===== config.mk =====
export PLATFORM = sky130hd
export DESIGN_NAME = mbt_ctrl
export DESIGN_NICKNAME = d
export VERILOG_FILES = /design/src/mbt_pkg.sv /design/src/mbt_ctrl.sv
export SDC_FILE = /design/constraint.sdc
export NUM_CORES = 1
export LEC_CHECK = 0
export BUFFER_PORTS_ARGS = -buffer_cell sky130_fd_sc_hd__buf_2
export CAP_MARGIN = 20
export CELL_PAD_IN_SITES_DETAIL_PLACEMENT = 1
export CELL_PAD_IN_SITES_GLOBAL_PLACEMENT = 1
export CORE_UTILIZATION = 46
export CTS_CLUSTER_SIZE = 24
export DETAILED_ROUTE_END_ITERATION = 8
export HOLD_SLACK_MARGIN = 0.1
export MAX_ROUTING_LAYER = met4
export PLACE_DENSITY = 0.86
export SYNTH_ARGS = -nofsm -noshare
export SYNTH_HDL_FRONTEND = slang
export SYNTH_SLANG_ARGS = --single-unit

===== constraint.sdc =====
create_clock -name clk -period 3.7 [get_ports clk]
set_input_delay 0.185 -clock clk [delete_from_list [all_inputs] [get_ports clk]]
set_output_delay 0.185 -clock clk [all_outputs]
set_load 0.05 [all_outputs]

===== src/mbt_pkg.sv =====
package mbt_pkg;

  localparam int FRAC_BITS_DEF  = 16;
  localparam int SIG_DEPTH_DEF  = 1024;
  localparam int NUM_W          = 9;
  localparam int W_IDX_W        = 4;
  localparam int TGT_W          = 17;
  localparam int PRED_W         = 17;
  localparam int IN_DATA_W      = 120;
  localparam int OUT_DATA_W     = 24;

  typedef enum logic [1:0] {
    OP_TRAIN   = 2'd0,
    OP_PREDICT = 2'd1,
    OP_LOAD    = 2'd2,
    OP_NONE    = 2'd3
  } op_t;

  typedef enum logic [2:0] {
    K_NOP, K_MUL, K_ADD, K_SIGI, K_SIGR
  } kind_t;

  typedef enum logic [4:0] {
    S_ZERO, S_X0, S_X1, S_S0, S_S1, S_P, S_ONEMP, S_ONEMS0, S_ONEMS1, S_ERR,
    S_T0, S_T1, S_DELTA, S_HD0, S_HD1, S_LD0, S_LD1, S_LDO, S_LR,
    S_W0, S_W1, S_W2, S_W3, S_W4, S_W5, S_W6, S_W7, S_W8
  } src_t;

  typedef enum logic [4:0] {
    D_T0, D_T1, D_S0, D_S1, D_P, D_DELTA, D_HD0, D_HD1, D_LD0, D_LD1, D_LDO,
    D_W0, D_W1, D_W2, D_W3, D_W4, D_W5, D_W6, D_W7, D_W8
  } dst_t;

  typedef struct packed {
    kind_t kind;
    src_t  a;
    src_t  b;
    src_t  c;
    dst_t  dst;
  } cmd_t;

  typedef struct packed {
    cmd_t cmd;
    logic capture;
    logic out_load;
    logic out_zero;
  } dp_ctl_t;

  function automatic logic signed [31:0] sat32(input logic signed [63:0] v);
    logic signed [31:0] r;
    if (v > 64'sh7FFF_FFFF) r = 32'sh7FFF_FFFF;
    else if (v < -64'sh8000_0000) r = 32'sh8000_0000;
    else r = v[31:0];
    return r;
  endfunction

  // shift-subtract divide, elaboration use only
  function automatic logic [63:0] udiv64(input logic [63:0] n, input logic [63:0] d);
    logic [64:0] rem;
    logic [63:0] q;
    rem = '0;
    q   = '0;
    for (int i = 63; i >= 0; i--) begin
      rem = {rem[63:0], n[i]};
      if (rem >= {1'b0, d}) begin
        rem  = rem - {1'b0, d};
        q[i] = 1'b1;
      end
    end
    return q;
  endfunction

endpackage


===== src/mbt_ctrl.sv =====
module mbt_ctrl import mbt_pkg::*; (
  input  logic     clk,
  input  logic     rst_n,
  input  logic     in_tvalid,
  input  logic [1:0] in_op,
  output logic     in_tready,
  output logic     out_tvalid_r,
  input  logic     out_tready,
  output dp_ctl_t  ctl
);

  localparam logic [5:0] LAST_PRED  = 6'd14;
  localparam logic [5:0] LAST_TRAIN = 6'd40;

  typedef enum logic [1:0] {ST_IDLE, ST_RUN, ST_DONE} state_t;

  state_t     state_r, state_nxt;
  logic [5:0] pc_r, pc_nxt;
  op_t        op_r, op_nxt;
  logic       zero_r, zero_nxt;
  logic       outv_nxt;
  logic       accept, deliver;

  function automatic cmd_t mk(input kind_t k, input src_t a, input src_t b,
                              input src_t c, input dst_t d);
    cmd_t r;
    r.kind = k; r.a = a; r.b = b; r.c = c; r.dst = d;
    return r;
  endfunction

  // microcode: forward pass, then deltas and weight updates
  function automatic cmd_t prog(input logic [5:0] pc);
    cmd_t r;
    unique case (pc)
      6'd0:  r = mk(K_MUL,  S_W0, S_X0, S_ZERO, D_T0);
      6'd1:  r = mk(K_MUL,  S_W1, S_X1, S_ZERO, D_T1);
      6'd2:  r = mk(K_ADD,  S_T0, S_T1, S_W2, D_T0);
      6'd3:  r = mk(K_SIGI, S_T0, S_ZERO, S_ZERO, D_T0);
      6'd4:  r = mk(K_SIGR, S_ZERO, S_ZERO, S_ZERO, D_S0);
      6'd5:  r = mk(K_MUL,  S_W3, S_X0, S_ZERO, D_T0);
      6'd6:  r = mk(K_MUL,  S_W4, S_X1, S_ZERO, D_T1);
      6'd7:  r = mk(K_ADD,  S_T0, S_T1, S_W5, D_T0);
      6'd8:  r = mk(K_SIGI, S_T0, S_ZERO, S_ZERO, D_T0);
      6'd9:  r = mk(K_SIGR, S_ZERO, S_ZERO, S_ZERO, D_S1);
      6'd10: r = mk(K_MUL,  S_W6, S_S0, S_ZERO, D_T0);
      6'd11: r = mk(K_MUL,  S_W7, S_S1, S_ZERO, D_T1);
      6'd12: r = mk(K_ADD,  S_T0, S_T1, S_W8, D_T0);
      6'd13: r = mk(K_SIGI, S_T0, S_ZERO, S_ZERO, D_T0);
      6'd14: r = mk(K_SIGR, S_ZERO, S_ZERO, S_ZERO, D_P);
      6'd15: r = mk(K_MUL,  S_P, S_ONEMP, S_ZERO, D_T0);
      6'd16: r = mk(K_MUL,  S_ERR, S_T0, S_ZERO, D_DELTA);
      6'd17: r = mk(K_MUL,  S_DELTA, S_W6, S_ZERO, D_T0);
      6'd18: r = mk(K_MUL,  S_S0, S_ONEMS0, S_ZERO, D_T1);
      6'd19: r = mk(K_MUL,  S_T0, S_T1, S_ZERO, D_HD0);
      6'd20: r = mk(K_MUL,  S_DELTA, S_W7, S_ZERO, D_T0);
      6'd21: r = mk(K_MUL,  S_S1, S_ONEMS1, S_ZERO, D_T1);
      6'd22: r = mk(K_MUL,  S_T0, S_T1, S_ZERO, D_HD1);
      6'd23: r = mk(K_MUL,  S_LR, S_HD0, S_ZERO, D_LD0);
      6'd24: r = mk(K_MUL,  S_LR, S_HD1, S_ZERO, D_LD1);
      6'd25: r = mk(K_MUL,  S_LR, S_DELTA, S_ZERO, D_LDO);
      6'd26: r = mk(K_MUL,  S_LD0, S_X0, S_ZERO, D_T0);
      6'd27: r = mk(K_ADD,  S_W0, S_T0, S_ZERO, D_W0);
      6'd28: r = mk(K_MUL,  S_LD0, S_X1, S_ZERO, D_T0);
      6'd29: r = mk(K_ADD,  S_W1, S_T0, S_ZERO, D_W1);
      6'd30: r = mk(K_ADD,  S_W2, S_LD0, S_ZERO, D_W2);
      6'd31: r = mk(K_MUL,  S_LD1, S_X0, S_ZERO, D_T0);
      6'd32: r = mk(K_ADD,  S_W3, S_T0, S_ZERO, D_W3);
      6'd33: r = mk(K_MUL,  S_LD1, S_X1, S_ZERO, D_T0);
      6'd34: r = mk(K_ADD,  S_W4, S_T0, S_ZERO, D_W4);
      6'd35: r = mk(K_ADD,  S_W5, S_LD1, S_ZERO, D_W5);
      6'd36: r = mk(K_MUL,  S_LDO, S_S0, S_ZERO, D_T0);
      6'd37: r = mk(K_ADD,  S_W6, S_T0, S_ZERO, D_W6);
      6'd38: r = mk(K_MUL,  S_LDO, S_S1, S_ZERO, D_T0);
      6'd39: r = mk(K_ADD,  S_W7, S_T0, S_ZERO, D_W7);
      6'd40: r = mk(K_ADD,  S_W8, S_LDO, S_ZERO, D_W8);
      default: r = mk(K_NOP, S_ZERO, S_ZERO, S_ZERO, D_T0);
    endcase
    return r;
  endfunction

  assign in_tready = (state_r == ST_IDLE);
  assign accept    = in_tvalid && in_tready;
  assign deliver   = (state_r == ST_DONE) && (!out_tvalid_r || out_tready);

  always_comb begin
    state_nxt = state_r;
    pc_nxt    = pc_r;
    op_nxt    = op_r;
    zero_nxt  = zero_r;
    outv_nxt  = out_tvalid_r && !out_tready;
    ctl.cmd      = mk(K_NOP, S_ZERO, S_ZERO, S_ZERO, D_T0);
    ctl.capture  = accept;
    ctl.out_load = deliver;
    ctl.out_zero = zero_r;
    unique case (state_r)
      ST_IDLE: begin
        if (accept) begin
          op_nxt = op_t'(in_op);
          pc_nxt = '0;
          if (op_t'(in_op) == OP_TRAIN || op_t'(in_op) == OP_PREDICT) begin
            zero_nxt  = 1'b0;
            state_nxt = ST_RUN;
          end else begin
            zero_nxt  = 1'b1;
            state_nxt = ST_DONE;
          end
        end
      end
      ST_RUN: begin
        ctl.cmd = prog(pc_r);
        pc_nxt  = pc_r + 6'd1;
        if ((op_r == OP_PREDICT && pc_r == LAST_PRED) || pc_r == LAST_TRAIN)
          state_nxt = ST_DONE;
      end
      ST_DONE: begin
        if (deliver) begin
          outv_nxt  = 1'b1;
          state_nxt = ST_IDLE;
        end
      end
      default: state_nxt = ST_IDLE;
    endcase
  end

  always_ff @(posedge clk) begin
    if (!rst_n) begin
      state_r      <= ST_IDLE;
      pc_r         <= '0;
      op_r         <= OP_NONE;
      zero_r       <= 1'b0;
      out_tvalid_r <= 1'b0;
    end else begin
      state_r      <= state_nxt;
      pc_r         <= pc_nxt;
      op_r         <= op_nxt;
      zero_r       <= zero_nxt;
      out_tvalid_r <= outv_nxt;
    end
  end

endmodule


# Word-level counts from Yosys, hierarchy flattened
# Memories as Yosys holds them, arrays and structs flattened. A register that Yosys moved wholly into a read port is not among the register bits.
# Cells that the tools add are included.
word_totals:
  reg_bits: 12
  latch_bits: 0
  ramBits: 0
  romBits: 1472
  input_bits: 6
  wordCells: 44
  mem_count: 1
memory_table:
  columns: ["name", "depth", "width", "read_ports", "rd_clocked_by_memory_dff", "write_ports", "line_no", "rtl"]
  rows:
  - ["(name not given)", 64, 23, 1, 1, 0, "mbt_ctrl.sv:34", "unique case (pc)"]
classes:
  n_addsub: 1
  multipliers: 0
  n_div: 0
  order_cmp: 0
  eq_ne: 9
  shift: 0
  n_mux: 13
  bitwise_logic: 0
  reduce_logical: 15
op_table:
  columns: ["op", "n"]
  rows:
  - ["2-to-1 mux 23 bit", 1]
  - ["2-to-1 mux 6 bit", 3]
  - ["one-hot mux 6 bit (2 select lines)", 1]
  - ["2-to-1 mux 2 bit", 4]
  - ["adder 6 x 1 -> 6 bit (second input constant)", 1]
  - ["equality test 2 x 1 -> 1 bit (second input constant)", 3]
  - ["equality test 6 x 4 -> 1 bit (second input constant)", 1]
  - ["equality test 6 bit (second input constant)", 1]
  - ["one-hot mux 2 bit (3 select lines)", 1]
  - ["logical AND 1 bit", 4]
  - ["zero test 2 bit", 2]
  - ["!= test 2 bit (second input constant)", 2]
  - ["AND reduction 2 bit", 2]
  - ["logical OR 1 bit", 3]
  - ["2-to-1 mux 1 bit", 3]
  - ["AND reduction 3 bit", 1]
  - ["equality test 2 bit (second input constant)", 1]
  - ["zero test 1 bit", 2]
  - ["!= test 2 x 1 -> 1 bit (second input constant)", 1]
  - ["nonzero test 2 bit", 1]

# Longest topological paths before layout
logic_depth:
  word_depth: 6
  depth_mapped: 10
  depth_no_buf: 9

# Least setup slack after synthesis
# No wires, ideal clock.
synth_path:
  path_type: "register to register"
  from: "register pc_r[1]"
  to: "register with a tool-made name"
  arrival_ps: 2348
  t_required_ps: 3578
  slack_ps: 1230
  path_stages_with_launch: 11
  path_cell_list: "dfxtp_1 inv_1 ha_1 a32oi_2 inv_2 ha_1 clkbuf_1 and3_1 a211oi_2 nor3_1 a311o_1"
synth_lines:
  columns: ["element", "line_no", "rtl"]
  rows:
  - ["from (decl)", "mbt_ctrl.sv:18", "logic [5:0] pc_r, pc_nxt;"]
  - ["from (signal assigned)", "mbt_ctrl.sv:134", "pc_r <= pc_nxt;"]

==> results.toml <==
[place]
dp_hpwl_um = 5991
io_buffer_count = 33
place_congestion = 1.015
preCtsSetupSlack_ns = 0.8296

[drt]
wl_per_cell_um = 20.86
vias_per_cell = 6.534
wl_met2_um = 3816
vias = 2679
drtAntennaViolNets = 0
top_layer_used = "met4"
first_pass_iters = 5
drtIter0Drc = 401
drc = 0
routed_wl_um = 8553
m1WireLength_um = 3753
met3WireLength_um = 841

[clocking]
post_cts_resized = 0
cts_tree = "built"
cts.sinks = 35
insertion_delay_ns = 0.30
cts_max_path_buffers = 2
post_cts_buffers = 0
ctsHoldBuffers = 0
htree_levels = 2
cts-root-buf = "clkbuf_8"
numCtsBuffers = 5
clkTransAtPathRegs_ns = 0.08

[worst_setup_path]
cp_max_fo = 15
worst-path-buf-inv = 1
slowest_stage = "dfxtp_1"
worst_setup_path_end_kind = "flop"
r2r_start = "state_r[0]"
crit_path_cell_trace = "o21bai_2, a32oi_2, inv_2, ha_1, and3_1, a211oi_2, nor3_1, a311o_1"
cp_top_family = "compound AO/OA/AOI/OAI gates"
startpoint = "state_r[0]"
required_ns = 3.88
worstSetupStartpointType = "flop"
arrival_ns = 3.15
crit_type = "reg2reg"
cp_slowest_stage_delay_ns = 0.67

[floorplan]
std_cell_rows = 26
die_w_um = 76.80
start_util_pct = 49.14
die_area_sq_um = 5898
fp.dieH_um = 76.80
ios = 34
coreArea_sq_um = 5238

[timing]
fin_crit_sh_pct = 80.23
clock.fmax_ghz = 0.3369
report.final.slew_viol_count = 0
finalWorstSetupSlack_ns = 0.7314
tightest_slew_ns = 0.5524
rsz0062_at_grt = "no"
final.min_clock_period_ns = 2.969
setup_violations = 0
setup-tns-final_ns = 0
fin_skew_ns = 0.008244
whs_ns = 0.1008
relSlewSlack_pct = 63.17
final_hold_viol_count = 0

[final_layout]
drive_gt1_share_pct = 19.71
ff_latch_area_sq_um = 700.7
area_delta_synth_final_pct = 9.091
multiInputGateArea_sq_um = 1663
n_antenna_cell = 0
fin_nets = 358
fill_cells = 663
final_util_pct = 53.61

[power_and_ir_drop]
p_leak_nw = 1.228
p_sw_share_pct = 28.94
p_total_w = 0.0008817
pwr-share-seq_pct = 45.0
switching_power_w = 0.0002552
p_per_area_nw_per_um2 = 314.0
vdd_drop_max_v = 0.0001605
pwr-share-clk_pct = 40.3
power.internal_w = 0.0006266
p_comb_share_pct = 14.7

[synthesis]
syn_area_per_cell_sq_um = 7.993
yosysTopAreaCell = "dfxtp_1"
synth_area_leaders = "dfxtp_1, ha_1, and2_1"
ys_types = 66
async_flop_share_pct = 0
synth_commonest_cells = "dfxtp_1, a21oi_1, nand2_1"
synth-seq-area-share_pct = 27.22
synth_most_common_cell = "dfxtp_1"
syn-num-nets = 341
netlist_area_sq_um = 2574
synth-seq-cells = 35
synth_top_area_share_pct = 27.22
ys.flop_type = "dfxtp_1"
syn_inst = 322
synth-edff-count = 0
yosysWarnings = 0

[hold_path]
hp-start = "in_op[0]"
min-delay-path-class = "in2reg"

[grt]
grtUsageTotal_pct = 30.96
grt-ovfl-total = 0
grt_pass1_vias = 2515
grt_max_degree = 27
antenna_found_initial = 0
grt_pass1_wl_um = 13820

[outcome]
status = "completed"

[flow_run]
max_cap_viol_count = 0
tightest hold or removal path: stages:
cell	delay, ns
buf_2	0.08
nand2_1	0.04
nand3_1	0.07
kinds of logic (layout without fill, tap and decap cells):
family / Yosys count / after routing / synth area share (%)
adder cells (fa/ha/maj): 13 / 13 / 6.320
flip-flops: 35 / 35 / 27.22
XOR/XNOR: 1 / 1 / 0.3404
buffers and inverters: 40 / 58 / 8.167
AND/OR/NAND/NOR: 118 / 118 / 24.31
multiplexers: 7 / 7 / 2.820
AO/OA/AOI/OAI: 108 / 108 / 30.82
worst paths after layout:
| path | endpoint | slack, ns | cells after the start |
|---|---|---|---|
| worst min-delay path | op_r[0] | 0.10 | 3 |
| worst min register to register | zero_r | 0.47 | 2 |
| worst max-delay path | flop | 0.73 | 8 |
| worst max register to register | flop | 0.73 | 8 |
cell type report:
class,count,share of cell area (%)
clock buffer,5,2.451
tap,70,3.119
multi-input combinational,247,59.22
timing repair buffer,37,6.952
inverter,13,1.738
clock inverter,3,1.560
sequential,35,24.96
layout by cell type, fill, tap and decap left out, types with 4 or more instances in the layout:
cell,synthesis,routed
a21oi_1,27,27
mux2i_1,5,5
dfxtp_1,35,35
and2_1,25,25
o21ai_1,4,4
nor2_1,17,17
o211ai_1,8,8
nand2_1,27,27
nor3_1,5,5
buf_4,4,4
ha_1,13,13
o21ai_0,11,11
inv_2,6,6
nand3_1,21,21
a31oi_1,8,8
buf_2,6,33
inv_1,7,7
clkbuf_8,0,5
and3_1,4,4
power groups by stage:
| stage | clock (W) | sequential (W) | combinational, W |
|---|---|---|---|
| after floorplan | 0 | 0.000402 | 0.000103 |
| after global placement | 0 | 0.000404 | 0.000125 |
| after detailed placement | 0 | 0.000406 | 0.000128 |
| after CTS | 0.000356 | 0.000397 | 0.000129 |
| after global routing | 0.000381 | 0.000398 | 0.000138 |
| final | 0.000355 | 0.000397 | 0.000130 |
stage by stage:
stage / instances / area [sq um]
global route: 410 / 2808
global placement: 402 / 2695
floorplan: 322 / 2574
finish: 410 / 2808
detailed placement: 402 / 2695
CTS: 410 / 2808
routing by layer:
layer | global-route usage (%) | vias to the layer above
li1 | - | 1212
met1 | 42.41 | 1297
met2 | 45.54 | 152
met3 | 6.786 | 18
met4 | 8.462 | 0
met5 | - | -
(Power assumes the default switching activity.)
